File: src/sv/button_press_classifier_core_macros.svh
// ----------------------------------------------------------------------------
// Button press classifier assertion macros
// Concurrent assertion wrappers that compile away in synthesis builds.
// ----------------------------------------------------------------------------
`ifndef BUTTON_PRESS_CLASSIFIER_CORE_MACROS_SVH
`define BUTTON_PRESS_CLASSIFIER_CORE_MACROS_SVH

`ifndef SYNTHESIS

// The condition must hold in the same cycle as the trigger.
`define BPC_ASSERT_NOW(lbl, clk, rst_n, trig, cond) \
    lbl: assert property (@(posedge clk) disable iff (!(rst_n)) (trig) |-> (cond)) \
        else $error("button press classifier assertion failed");

// The condition must hold in the cycle after the trigger.
`define BPC_ASSERT_NEXT(lbl, clk, rst_n, trig, cond) \
    lbl: assert property (@(posedge clk) disable iff (!(rst_n)) (trig) |=> (cond)) \
        else $error("button press classifier assertion failed");

`else

`define BPC_ASSERT_NOW(lbl, clk, rst_n, trig, cond)
`define BPC_ASSERT_NEXT(lbl, clk, rst_n, trig, cond)

`endif

`endif

File: src/sv/bpc_pkg.sv
// ----------------------------------------------------------------------------
// Button press classifier package
// Phase, report kind and register codes, reset values and the mark table.
// ----------------------------------------------------------------------------
package bpc_pkg;

    localparam int unsigned PHASE_W = 5;
    localparam int unsigned KIND_W  = 2;
    localparam int unsigned LEVEL_W = 4;

    localparam logic [PHASE_W-1:0] PH_IDLE      = 5'd0;
    localparam logic [PHASE_W-1:0] PH_DEBOUNCE  = 5'd1;
    localparam logic [PHASE_W-1:0] PH_PRESSED   = 5'd2;
    localparam logic [PHASE_W-1:0] PH_DOUBLE    = 5'd3;
    localparam logic [PHASE_W-1:0] PH_LONG      = 5'd4;
    localparam logic [PHASE_W-1:0] PH_LAST_MARK = 5'd16;

    localparam logic [KIND_W-1:0] KIND_SHORT  = 2'd0;
    localparam logic [KIND_W-1:0] KIND_DOUBLE = 2'd1;
    localparam logic [KIND_W-1:0] KIND_LONG   = 2'd2;

    localparam logic [2:0] REG_ENABLE       = 3'd0;
    localparam logic [2:0] REG_DEBOUNCE     = 3'd1;
    localparam logic [2:0] REG_LONG_PRESS   = 3'd2;
    localparam logic [2:0] REG_DOUBLE_CLICK = 3'd3;
    localparam logic [2:0] REG_TICKS_PER_S  = 3'd4;

    localparam logic        RST_ENABLE       = 1'b0;
    localparam logic [15:0] RST_DEBOUNCE     = 16'd5;
    localparam logic [15:0] RST_LONG_PRESS   = 16'd100;
    localparam logic [15:0] RST_DOUBLE_CLICK = 16'd40;
    localparam logic [10:0] RST_TICKS_PER_S  = 11'd100;

    function automatic logic [4:0] mark_secs(input logic [3:0] idx);
        logic [4:0] secs;
        case (idx)
            4'd0:    secs = 5'd2;
            4'd1:    secs = 5'd4;
            4'd2:    secs = 5'd5;
            4'd3:    secs = 5'd8;
            4'd4:    secs = 5'd10;
            4'd5:    secs = 5'd13;
            4'd6:    secs = 5'd15;
            4'd7:    secs = 5'd18;
            4'd8:    secs = 5'd20;
            4'd9:    secs = 5'd23;
            4'd10:   secs = 5'd25;
            4'd11:   secs = 5'd30;
            default: secs = 5'd0;
        endcase
        return secs;
    endfunction

endpackage

File: src/sv/bpc_tick_if.sv
// ----------------------------------------------------------------------------
// Button press classifier tick channel
// Carries one sampled button level per transaction.
// ----------------------------------------------------------------------------
interface bpc_tick_if;
    logic valid;
    logic ready;
    logic button_down;

    modport source (output valid, output button_down, input ready);
    modport sink   (input valid, input button_down, output ready);
endinterface

File: src/sv/bpc_rpt_if.sv
// ----------------------------------------------------------------------------
// Button press classifier report channel
// Carries the per-tick classification result, one per transaction.
// ----------------------------------------------------------------------------
interface bpc_rpt_if;
    logic                            valid;
    logic                            ready;
    logic                            report_valid;
    logic [bpc_pkg::KIND_W-1:0]      report_kind;
    logic [bpc_pkg::LEVEL_W-1:0]     report_level;
    logic                            stage_pulse;
    logic                            key_held;
    logic [bpc_pkg::PHASE_W-1:0]     hold_phase;

    modport source (output valid, output report_valid, output report_kind,
                    output report_level, output stage_pulse, output key_held,
                    output hold_phase, input ready);
    modport sink   (input valid, input report_valid, input report_kind,
                    input report_level, input stage_pulse, input key_held,
                    input hold_phase, output ready);
endinterface

File: src/sv/button_press_classifier_core.sv
// ----------------------------------------------------------------------------
// Button press classifier core
// Debounces a button, tracks hold stages and reports short, double and long
// presses, one result transaction per tick transaction.
// ----------------------------------------------------------------------------
//  Channel    Direction  Payload
//  i_tick     in         button_down
//  o_rpt      out        report_valid, report_kind, report_level, stage_pulse,
//                        key_held, hold_phase
//  APB        in/out     five registers at byte addresses 0, 4, 8, 12, 16
//
//  One tick transaction is accepted per cycle unless both stages hold; each
//  passes the input register and then the result register, which presents it.
//  The classification state updates in a single pass between the two.
//  A stall on o_rpt holds both stages; i_tick.ready drops only when both hold.
//  Synchronous reset clears the state and loads the register defaults.
// ----------------------------------------------------------------------------
`include "button_press_classifier_core_macros.svh"

module button_press_classifier_core #(
    parameter int unsigned COUNT_WIDTH = 16
) (
    input  logic                i_clk,
    input  logic                i_rst_n,
    bpc_tick_if.sink            i_tick,
    bpc_rpt_if.source           o_rpt,
    input  logic                psel,
    input  logic                penable,
    input  logic                pwrite,
    input  logic [4:0]          paddr,
    input  logic [31:0]         pwdata,
    output logic [31:0]         prdata,
    output logic                pready
);

    localparam int unsigned CW    = COUNT_WIDTH;
    localparam int unsigned CMP_W = (COUNT_WIDTH > 16) ? COUNT_WIDTH : 16;
    localparam logic [CW-1:0] CNT_MAX = {CW{1'b1}};

    typedef struct packed {
        logic                            report_valid;
        logic [bpc_pkg::KIND_W-1:0]      report_kind;
        logic [bpc_pkg::LEVEL_W-1:0]     report_level;
        logic                            stage_pulse;
        logic                            key_held;
        logic [bpc_pkg::PHASE_W-1:0]     hold_phase;
    } t_result;

    logic                         r_enable;
    logic [15:0]                  r_debounce;
    logic [15:0]                  r_long;
    logic [15:0]                  r_dclick;
    logic [10:0]                  r_tps;

    logic [bpc_pkg::PHASE_W-1:0]  r_phase;
    logic [bpc_pkg::PHASE_W-1:0]  n_phase;
    logic [CW-1:0]                r_hold;
    logic [CW-1:0]                n_hold;
    logic                         r_press;
    logic                         n_press;
    logic                         r_dpend;
    logic                         n_dpend;
    logic [CW-1:0]                r_dcnt;
    logic [CW-1:0]                n_dcnt;

    logic                         r_s1_valid;
    logic                         r_s1_down;
    logic                         r_out_valid;
    t_result                      r_out;
    t_result                      n_out;

    logic                         s2_rdy;
    logic                         s1_fire;
    logic                         in_fire;
    logic                         cfg_wr;
    logic [15:0]                  mark_thr;
    logic                         released;
    logic                         report;
    logic [bpc_pkg::KIND_W-1:0]   kind;
    logic [bpc_pkg::LEVEL_W-1:0]  level;
    logic                         pulse;

    assign s2_rdy       = !r_out_valid || o_rpt.ready;
    assign s1_fire      = r_s1_valid && s2_rdy;
    assign i_tick.ready = !r_s1_valid || s2_rdy;
    assign in_fire      = i_tick.valid && i_tick.ready;

    assign pready = 1'b1;
    assign cfg_wr = psel && penable && pwrite;

    always_comb begin
        unique case (paddr[4:2])
            bpc_pkg::REG_ENABLE:       prdata = {31'd0, r_enable};
            bpc_pkg::REG_DEBOUNCE:     prdata = {16'd0, r_debounce};
            bpc_pkg::REG_LONG_PRESS:   prdata = {16'd0, r_long};
            bpc_pkg::REG_DOUBLE_CLICK: prdata = {16'd0, r_dclick};
            bpc_pkg::REG_TICKS_PER_S:  prdata = {21'd0, r_tps};
            default:                   prdata = 32'd0;
        endcase
    end

    assign mark_thr = 16'(bpc_pkg::mark_secs(4'(r_phase - bpc_pkg::PH_LONG))) * 16'(r_tps);

    always_comb begin
        n_phase  = r_phase;
        n_hold   = r_hold;
        n_press  = r_press;
        n_dpend  = r_dpend;
        n_dcnt   = r_dcnt;
        released = 1'b0;
        report   = 1'b0;
        kind     = bpc_pkg::KIND_SHORT;
        level    = '0;
        pulse    = 1'b0;

        if (r_enable) begin
            if (!r_s1_down) begin
                if (r_phase >= bpc_pkg::PH_PRESSED) begin
                    released = 1'b1;
                    if (r_dpend) begin
                        n_phase = bpc_pkg::PH_IDLE;
                    end
                end else begin
                    n_hold = '0;
                end
            end else begin
                if (r_phase == bpc_pkg::PH_IDLE) begin
                    n_hold  = '0;
                    n_phase = bpc_pkg::PH_DEBOUNCE;
                end else if (r_hold != CNT_MAX) begin
                    n_hold = r_hold + CW'(1);
                end
                if (n_phase == bpc_pkg::PH_DEBOUNCE) begin
                    if (CMP_W'(n_hold) == CMP_W'(r_debounce)) begin
                        n_phase = bpc_pkg::PH_PRESSED;
                        n_press = 1'b1;
                        if (r_dpend && (CMP_W'(r_dcnt) <= CMP_W'(r_dclick))) begin
                            n_phase = bpc_pkg::PH_DOUBLE;
                            n_dpend = 1'b0;
                            n_dcnt  = '0;
                        end
                    end
                end else if (n_phase == bpc_pkg::PH_PRESSED) begin
                    if (CMP_W'(n_hold) == CMP_W'(r_long)) begin
                        n_dpend = 1'b0;
                        n_dcnt  = '0;
                        n_phase = bpc_pkg::PH_LONG;
                    end
                end else if (n_phase >= bpc_pkg::PH_LONG && n_phase < bpc_pkg::PH_LAST_MARK) begin
                    if (CMP_W'(n_hold) == CMP_W'(mark_thr)) begin
                        n_phase = n_phase + 5'd1;
                        pulse   = 1'b1;
                    end
                end
            end

            if (r_press && released) begin
                n_press = 1'b0;
                if (n_phase == bpc_pkg::PH_DOUBLE) begin
                    report = 1'b1;
                    kind   = bpc_pkg::KIND_DOUBLE;
                end else if (CMP_W'(n_hold) >= CMP_W'(r_long)) begin
                    report = 1'b1;
                    kind   = bpc_pkg::KIND_LONG;
                    level  = (n_phase >= bpc_pkg::PH_LONG) ? 4'(n_phase - 5'd3) : 4'd1;
                end else if (!n_dpend) begin
                    n_dpend = 1'b1;
                    n_dcnt  = '0;
                end
                n_hold = '0;
            end
        end

        if (n_dpend) begin
            if (CMP_W'(n_dcnt) >= CMP_W'(r_dclick)) begin
                n_dpend = 1'b0;
                n_dcnt  = '0;
                report  = 1'b1;
                kind    = bpc_pkg::KIND_SHORT;
                level   = '0;
            end else if (n_dcnt != CNT_MAX) begin
                n_dcnt = n_dcnt + CW'(1);
            end
        end

        if (report) begin
            n_phase = bpc_pkg::PH_IDLE;
        end

        n_out.report_valid = report;
        n_out.report_kind  = kind;
        n_out.report_level = level;
        n_out.stage_pulse  = pulse;
        n_out.key_held     = n_press;
        n_out.hold_phase   = n_phase;
    end

    always_ff @(posedge i_clk) begin
        if (!i_rst_n) begin
            r_s1_valid  <= 1'b0;
            r_out_valid <= 1'b0;
            r_phase     <= bpc_pkg::PH_IDLE;
            r_hold      <= '0;
            r_press     <= 1'b0;
            r_dpend     <= 1'b0;
            r_dcnt      <= '0;
            r_enable    <= bpc_pkg::RST_ENABLE;
            r_debounce  <= bpc_pkg::RST_DEBOUNCE;
            r_long      <= bpc_pkg::RST_LONG_PRESS;
            r_dclick    <= bpc_pkg::RST_DOUBLE_CLICK;
            r_tps       <= bpc_pkg::RST_TICKS_PER_S;
        end else begin
            if (i_tick.ready) begin
                r_s1_valid <= i_tick.valid;
            end
            if (s2_rdy) begin
                r_out_valid <= r_s1_valid;
            end
            if (s1_fire) begin
                r_phase <= n_phase;
                r_hold  <= n_hold;
                r_press <= n_press;
                r_dpend <= n_dpend;
                r_dcnt  <= n_dcnt;
            end
            if (cfg_wr) begin
                case (paddr[4:2])
                    bpc_pkg::REG_ENABLE:       r_enable   <= pwdata[0];
                    bpc_pkg::REG_DEBOUNCE:     r_debounce <= pwdata[15:0];
                    bpc_pkg::REG_LONG_PRESS:   r_long     <= pwdata[15:0];
                    bpc_pkg::REG_DOUBLE_CLICK: r_dclick   <= pwdata[15:0];
                    bpc_pkg::REG_TICKS_PER_S:  r_tps      <= pwdata[10:0];
                    default: begin
                    end
                endcase
            end
        end
    end

    always_ff @(posedge i_clk) begin
        if (in_fire) begin
            r_s1_down <= i_tick.button_down;
        end
        if (s1_fire) begin
            r_out <= n_out;
        end
    end

    assign o_rpt.valid        = r_out_valid;
    assign o_rpt.report_valid = r_out.report_valid;
    assign o_rpt.report_kind  = r_out.report_kind;
    assign o_rpt.report_level = r_out.report_level;
    assign o_rpt.stage_pulse  = r_out.stage_pulse;
    assign o_rpt.key_held     = r_out.key_held;
    assign o_rpt.hold_phase   = r_out.hold_phase;

    `BPC_ASSERT_NEXT(a_s1_to_out, i_clk, i_rst_n, s1_fire, r_out_valid)
    `BPC_ASSERT_NEXT(a_state_holds, i_clk, i_rst_n, !s1_fire, $stable(r_phase) && $stable(r_hold) && $stable(r_dcnt) && $stable(r_dpend))
    `BPC_ASSERT_NOW(a_report_idle, i_clk, i_rst_n, r_out_valid && r_out.report_valid, r_out.hold_phase == bpc_pkg::PH_IDLE)
    `BPC_ASSERT_NOW(a_pulse_mark, i_clk, i_rst_n, r_out_valid && r_out.stage_pulse && !r_out.report_valid, r_out.hold_phase > bpc_pkg::PH_LONG && r_out.hold_phase <= bpc_pkg::PH_LAST_MARK)

endmodule

File: src/flat_wrapper.sv
// flat-port wrapper written by rule: the top's interface ports become plain ports
module button_press_classifier_core_flat 
#(
    parameter int unsigned COUNT_WIDTH = 16
)
  (i_clk, i_rst_n, psel, penable, pwrite, paddr, pwdata, prdata, pready, i_tick_valid, i_tick_button_down, i_tick_ready, o_rpt_valid, o_rpt_report_valid, o_rpt_report_kind, o_rpt_report_level, o_rpt_stage_pulse, o_rpt_key_held, o_rpt_hold_phase, o_rpt_ready);
  bpc_tick_if i_tick_i ();
  bpc_rpt_if o_rpt_i ();
  input  logic i_clk;
  input  logic i_rst_n;
  input  logic psel;
  input  logic penable;
  input  logic pwrite;
  input  logic [4:0] paddr;
  input  logic [31:0] pwdata;
  output logic [31:0] prdata;
  output logic pready;
  input wire logic [$bits(i_tick_i.valid)-1:0] i_tick_valid;
  input wire logic [$bits(i_tick_i.button_down)-1:0] i_tick_button_down;
  output wire logic [$bits(i_tick_i.ready)-1:0] i_tick_ready;
  output wire logic [$bits(o_rpt_i.valid)-1:0] o_rpt_valid;
  output wire logic [$bits(o_rpt_i.report_valid)-1:0] o_rpt_report_valid;
  output wire logic [$bits(o_rpt_i.report_kind)-1:0] o_rpt_report_kind;
  output wire logic [$bits(o_rpt_i.report_level)-1:0] o_rpt_report_level;
  output wire logic [$bits(o_rpt_i.stage_pulse)-1:0] o_rpt_stage_pulse;
  output wire logic [$bits(o_rpt_i.key_held)-1:0] o_rpt_key_held;
  output wire logic [$bits(o_rpt_i.hold_phase)-1:0] o_rpt_hold_phase;
  input wire logic [$bits(o_rpt_i.ready)-1:0] o_rpt_ready;
  assign i_tick_i.valid = i_tick_valid;
  assign i_tick_i.button_down = i_tick_button_down;
  assign i_tick_ready = i_tick_i.ready;
  assign o_rpt_valid = o_rpt_i.valid;
  assign o_rpt_report_valid = o_rpt_i.report_valid;
  assign o_rpt_report_kind = o_rpt_i.report_kind;
  assign o_rpt_report_level = o_rpt_i.report_level;
  assign o_rpt_stage_pulse = o_rpt_i.stage_pulse;
  assign o_rpt_key_held = o_rpt_i.key_held;
  assign o_rpt_hold_phase = o_rpt_i.hold_phase;
  assign o_rpt_i.ready = o_rpt_ready;
  button_press_classifier_core #(.COUNT_WIDTH(COUNT_WIDTH)) u_core (.i_clk(i_clk), .i_rst_n(i_rst_n), .i_tick(i_tick_i), .o_rpt(o_rpt_i), .psel(psel), .penable(penable), .pwrite(pwrite), .paddr(paddr), .pwdata(pwdata), .prdata(prdata), .pready(pready));
endmodule
File: config.mk
export PLATFORM = sky130hd
export DESIGN_NAME = button_press_classifier_core_flat
export DESIGN_NICKNAME = d
export VERILOG_FILES = /design/src/sv/bpc_pkg.sv /design/src/sv/bpc_tick_if.sv /design/src/sv/bpc_rpt_if.sv /design/src/sv/button_press_classifier_core.sv /design/src/flat_wrapper.sv
export VERILOG_INCLUDE_DIRS = /design/src /design/src/sv
export SDC_FILE = /design/constraint.sdc
export NUM_CORES = 1
export LEC_CHECK = 0
export ABC_AREA = 1
export BUFFER_PORTS_ARGS = -buffer_cell sky130_fd_sc_hd__buf_2
export CAP_MARGIN = 40
export CORE_MARGIN = 2
export CORE_UTILIZATION = 40
export DETAILED_ROUTE_END_ITERATION = 8
export PLACE_DENSITY = 0.57
export RECOVER_POWER = 25
export SYNTH_ARGS = -nofsm -noshare
export SYNTH_HDL_FRONTEND = slang
export SYNTH_SLANG_ARGS = --single-unit
File: constraint.sdc
create_clock -name i_clk -period 10.05 [get_ports i_clk]
set_input_delay 1.005 -clock i_clk [delete_from_list [all_inputs] [get_ports i_clk]]
set_output_delay 1.005 -clock i_clk [all_outputs]
set_load 0.01 [all_outputs]
# ---- Word level (Yosys, flattened, before mapping)
# Memory sizes are Yosys's and may differ from the RTL's.
# Cells that the tools add are included.
dict set report op_classes {
  addsub 5
  eq_ne 12
  muxes 80
  div 0
  shift 0
  n_mul 1
  n_lt_le_gt_ge 7
  reduce_logical 20
  bitwise 3
}
# operator n
set ops {}
lappend ops {{16-bit 2-to-1 mux} 22}
lappend ops {{16-bit case mux with 5 select lines} 1}
lappend ops {{5-bit 2-to-1 mux} 15}
lappend ops {{16-bit equality test} 3}
lappend ops {{16-bit by 1-bit adder with 16-bit output (second input constant)} 2}
lappend ops {{16-bit greater-or-equal comparator} 2}
lappend ops {{16-bit != test (second input constant)} 2}
lappend ops {{1-bit 2-to-1 mux} 29}
lappend ops {{4-bit 2-to-1 mux} 7}
lappend ops {{16-bit less-or-equal comparator} 1}
lappend ops {{5-bit by 11-bit multiplier with 16-bit output} 1}
lappend ops {{2-bit 2-to-1 mux} 6}
lappend ops {{2-bit AND reduction} 6}
lappend ops {{5-bit by 2-bit equality test with 1-bit output (second input constant)} 2}
lappend ops {{5-bit by 3-bit greater-or-equal comparator with 1-bit output (second input constant)} 2}
lappend ops {{1-bit logical AND} 7}
lappend ops {{3-bit by 2-bit equality test with 1-bit output (second input constant)} 2}
lappend ops {{5-bit by 1-bit adder with 5-bit output (second input constant)} 1}
lappend ops {{5-bit by 1-bit equality test with 1-bit output (second input constant)} 1}
lappend ops {{5-bit by 2-bit greater-or-equal comparator with 1-bit output (second input constant)} 1}
lappend ops {{5-bit logical NOT} 1}
lappend ops {{5-bit < comparator (second input constant)} 1}
lappend ops {{5-bit OR reduction} 1}
lappend ops {{4-bit by 2-bit subtractor with 4-bit output (second input constant)} 1}
lappend ops {{7 further kinds} 11}
dict set report totals {
  output_inout_bits 49
  mem_bits_rw 0
  register_bits 116
  n_memories 1
  mem_bits_ro 80
  wordCells 148
  in_bits 45
  latchBits 0
}
# memory words width read_ports rd_clocked_by_memory_dff write_ports line_no
set memory_table {}
lappend memory_table {{(no name shown)} 16 5 1 0 0 bpc_pkg.sv:36} ;# case (idx)

# ---- Depth between registers and ports, before layout
dict set report depth {
  word_depth 20
  mapped_depth 60
  depth_no_buf 59
}

# ---- Worst setup path after synthesis
# Ideal clock, no wire load.
dict set report synth_timing {
  path_type {register to register}
  from {register u_core.r_phase[2] (netlist name)}
  to {register u_core.r_phase[1] (netlist name)}
  period_less_slack_ns 8.472
  required_ns 9.975
  path_stages_with_launch 56
  slack_ns 1.578
  setup_time_ns 0.075
  arrival_ns 8.396
  n_path_buf 1
  cell_sequence {dfxtp_1 buf_2 inv_1 ha_1 inv_1 a21oi_1 o21ai_0 o21ai_0 inv_1 nand2_1 fa_1 inv_1 fa_1 fa_1 ha_1 nand2_1 nor2_1 and2_1 [20 not listed] nand2_1 a21oi_1 o21ai_0 nand2_1 a21boi_0 o21a_1 o21ai_0 nand2_1 a21oi_1 nor2_1 a211oi_1 o21bai_1 a41oi_1 nor2_1 a21oi_1 inv_1 or2_1 a21oi_1}
}
dict set report synth_between {
  elab_chain_cells 19
  word_cells_on_any_way 68
  cone_classes {add/sub: 2; mul: 1; order compare: 5; eq/ne: 6; mux: 50; reduce/logical: 3; memory: 1}
}
# element line_no
set synth_rtl {}
lappend synth_rtl {{start, declared} button_press_classifier_core.sv:55} ;# logic [bpc_pkg::PHASE_W-1:0] r_phase;
lappend synth_rtl {{start signal, assigned} button_press_classifier_core.sv:202} ;# r_phase <= bpc_pkg::PH_IDLE;
lappend synth_rtl {{start signal, assigned} button_press_classifier_core.sv:220} ;# r_phase <= n_phase;
lappend synth_rtl {{parallel branches: the longest is 17 deep, another holds 5-bit by 11-bit multiplier with 16-bit output} -}
lappend synth_rtl {{1-bit 2-to-1 mux *} button_press_classifier_core.sv:174} ;# if (n_dpend) begin
lappend synth_rtl {{named net u_core.report} button_press_classifier_core.sv:78} ;# logic report;
lappend synth_rtl {{5-bit 2-to-1 mux *} button_press_classifier_core.sv:186} ;# if (report) begin
# Mark *: on every way through the listed nets, which the timed path passes. The select of a mux whose other input is x is not followed.
# A chain may end at the register's enable or synchronous reset.

# ---- Worst setup path after layout
dict set report layout_timing {
  from {register u_core.r_phase[0] (netlist name)}
  to {register u_core.r_out, in the netlist u_core.o_rpt.report_level[0] (data pin)}
}
dict set report layout_between {
  elab_chain_cells 19
  word_cells_on_any_way 69
  cone_classes {add/sub: 3; mul: 1; order compare: 6; eq/ne: 6; mux: 49; reduce/logical: 3; memory: 1}
}
# element line_no
set layout_rtl {}
lappend layout_rtl {{parallel branches: the longest is 18 deep, another holds 5-bit by 11-bit multiplier with 16-bit output} -}
lappend layout_rtl {{4-bit 2-to-1 mux *} button_press_classifier_core.sv:174}
lappend layout_rtl {{named net u_core.level, one bit} button_press_classifier_core.sv:80} ;# logic [bpc_pkg::LEVEL_W-1:0] level;
lappend layout_rtl {{end signal, assigned} button_press_classifier_core.sv:245} ;# r_out <= n_out;
lappend layout_rtl {{end, declared} button_press_classifier_core.sv:69} ;# t_result r_out;
# Marked as above.

==> results.yml <==
sta:
  max_slew_margin_pct: 24.3
  worst_pin_slew_ns: 1.14
  min_period_ns: 9.20
  max_freq_mhz: 109
  min_period_over_period_pct: 91.6
  finClkSkew_ns: 0.0137
  setup_viol: 0
  tns_ns: 0
  hold_slack_ns: 0.496
  slew_viol_final: 0
  hold_viol: 0
die:
  placementRows: 59
  coreArea_sq_um: 26100
  fp.dieW_microns: 167
  die-area_sq_um: 27800
  ios: 94
  die_y_microns: 167
  start_util_pct: 40.7
clocking:
  root_buffer: "clkbuf_16"
  cts.path.max_buffers: 2
  cts_inserted_buffers: 17
  hold_buffers: 0
  clock-sinks: 116
  clk_latency_ns: 0.43
  clk_pin_slew_worst_paths_ns: 0.06
  htree_levels: 4
  tritoncts: "done"
finish:
  finalNetCount: 1817
  fill_cells: 2762
  multi_input_area_sq_um: 7030
  final_cell_mix: "nand2_1, inv_1, nor2_1"
  final_common_cell: "nand2_1"
  final_cells: 2008
  regArea_sq_um: 2470
  syn_to_final_growth_pct: 12.5
  diodes: 0
  layout-drive-gt1-share_pct: 11.4
global_routing:
  grt_pass1_vias: 10100
  grt_usage_pct: 25.2
  grt_overflow_total: 0
  grt_antenna_before_repair: 0
  grt_pass1_wl_mm: 55.2
  grt_max_degree: 59
synth:
  synth-seq-area-share_pct: 23.3
  synth_cell_types: 58
  ys.flop_type: "dfxtp_1"
  synth_area_per_cell_sq_um: 6.65
  postSynthCellCount: 1595
  synth_top_cell_area_share_pct: 19.1
  synth_edf_count: 15
  synth_top_area_cell: "dfxtp_1"
  ys_ff_latch: 116
  async_flop_share_pct: 0
  yosys_warnings: 0
  synth_area_leaders: "dfxtp_1, nand2_1, ha_1"
  netlist_area_sq_um: 10600
worst_hold_path:
  hold_end: "u_core.r_dcnt[0]"
  whs_path_depth: 2
  hold_start: "u_core.r_dcnt[0]"
  hold_class: "reg -> reg"
worst_setup_path:
  critPathArrivalTime_ns: 9.47
  reg2reg_to: "u_core.o_rpt.report_level[0]"
  rr_startpoint: "u_core.r_phase[0]"
  crit_type: "reg -> reg"
  cp_slowest_cell: "fa_1"
  reg2reg_setup_slack_ns: 0.85
  end_kind: "flop"
  critPathMaxFanout: 8
  max_stage_delay_ns: 0.50
  worstPathRequired_ns: 10.32
  critPathLaunchType: "flop"
  cp_common_cell: "nand2_1"
  r2r_cells: 53
routing:
  drt_wl_total_mm: 35.0
  drc: 0
  drt_iter0_drc: 771
  routedWlPerCell_microns: 17.4
  viasPerCell: 5.34
  vias: 10700
  ant_nets: 0
  dr.pass1.iters: 7
pwr:
  p_total_mw: 1.41
  ir_drop_uv: 78.2
  p_leak_nw: 5.45
  p_per_area_nw_per_um2: 118
flow_run:
  drv_cap: 0
outcome:
  status: "completed"
place:
  hpwl_mm: 28.0
  gp_congestion: 0.931
  io_buffers: 58
  dp.cells: 1971
-- kinds of logic after synthesis --
logic type                 Yosys count  share of synthesized area [%]
AOI/OAI and AO/OA                  299                           15.9
xor gates and xnor gates            24                           1.98
adders and majority gates          112                           15.1
buffers and inverters              298                           11.5
DFF                                116                           23.3
other                                2                         0.0708
and+or+nand+nor                    744                           32.1
-- worst max-delay path by stage --
| stage | from | end | cells after the start |
|---|---|---|---|
| 2_1_floorplan | u_core.r_phase[2] | u_core.r_phase[1] | 55 |
| 3_3_place_gp | u_core.r_phase[2] | u_core.r_phase[1] | 54 |
| 3_5_place_dp | u_core.r_phase[2] | u_core.r_phase[1] | 53 |
| 4_1_cts | u_core.r_phase[2] | u_core.r_phase[1] | 53 |
| 5_1_grt | u_core.r_phase[0] | u_core.o_rpt.report_level[0] | 54 |
| 6_report | u_core.r_phase[0] | u_core.o_rpt.report_level[0] | 53 |
-- through the flow --
step / cell area [sq um] / setup WS, ns / util, %
2_1_floorplan: 10700 / 1.58 / -
3_3_place_gp: 11200 / 0.495 / 43.1
3_5_place_dp: 11300 / 0.412 / 43.3
4_1_cts: 11900 / 0.386 / 45.6
5_1_grt: 11900 / -0.0806 / 45.8
6_report: 11900 / 0.848 / 45.8
-- layer usage --
metal  GRT usage, %  share of wire (%)  vias to the layer above
li1               -                  -                     5362
met1           34.7                 46                     4974
met2           41.2                 46                      343
met3           2.64                5.2                       42
met4           8.73                2.6                        0
met5              0                  0                        -
-- layout make-up --
type                            count  share of cell area [%]
Clock buffer                       19                    3.71
Timing Repair inverter              1                  0.0419
Sequential cell                   116                    20.7
Multi-Input combinational cell   1196                    58.9
Inverter                          240                    7.57
Clock inverter                     13                    1.24
Tap cell                          335                    3.51
Timing Repair Buffer               88                    4.26
-- registers in the layout, indices dropped and copies added (netlist names), 2 cells and up --
signal / flops
u_core.o_rpt.hold_phase: 5
u_core.o_rpt.report_kind: 2
u_core.o_rpt.report_level: 4
u_core.r_dclick: 16
u_core.r_dcnt: 16
u_core.r_debounce: 16
u_core.r_hold: 16
u_core.r_long: 16
u_core.r_phase: 5
u_core.r_tps: 11
-- report_power, final --
group          switching [mW]  leakage [nW]  total, mW  internal, mW
Clock                   0.254         0.285      0.629         0.375
Sequential            0.00779         0.963      0.486         0.478
Combinational           0.196          4.20      0.293        0.0978
Total                   0.457          5.45       1.41         0.951
-- repair_timing --
action / in CTS / in global routing
resized for setup: 0 / 14
setup endpoints to repair: 0 / 32
buffers inserted: 0 / 4
-- worst max-delay path, delay by kind of cell (launching register included) --
family / cells / cell delay (ns)
AOI/OAI and AO/OA: 19 / 2.79
DFF: 1 / 0.48
and+or+nand+nor: 19 / 2.03
buffers and inverters: 8 / 1.07
adders and majority gates: 7 / 2.62
-- Yosys cell counts (17+ instances only) --
library cell  instances
a21oi_1             124
buf_4                22
clkbuf_1             31
dfxtp_1             101
fa_1                 27
ha_1                 85
inv_1               223
nand2_1             371
nand2_2              22
nand3_1              87
nand4_1              44
nor2_1              149
o21ai_0              98
o22ai_1              26
xor2_1               17
Power figures use the tool's default switching activity.
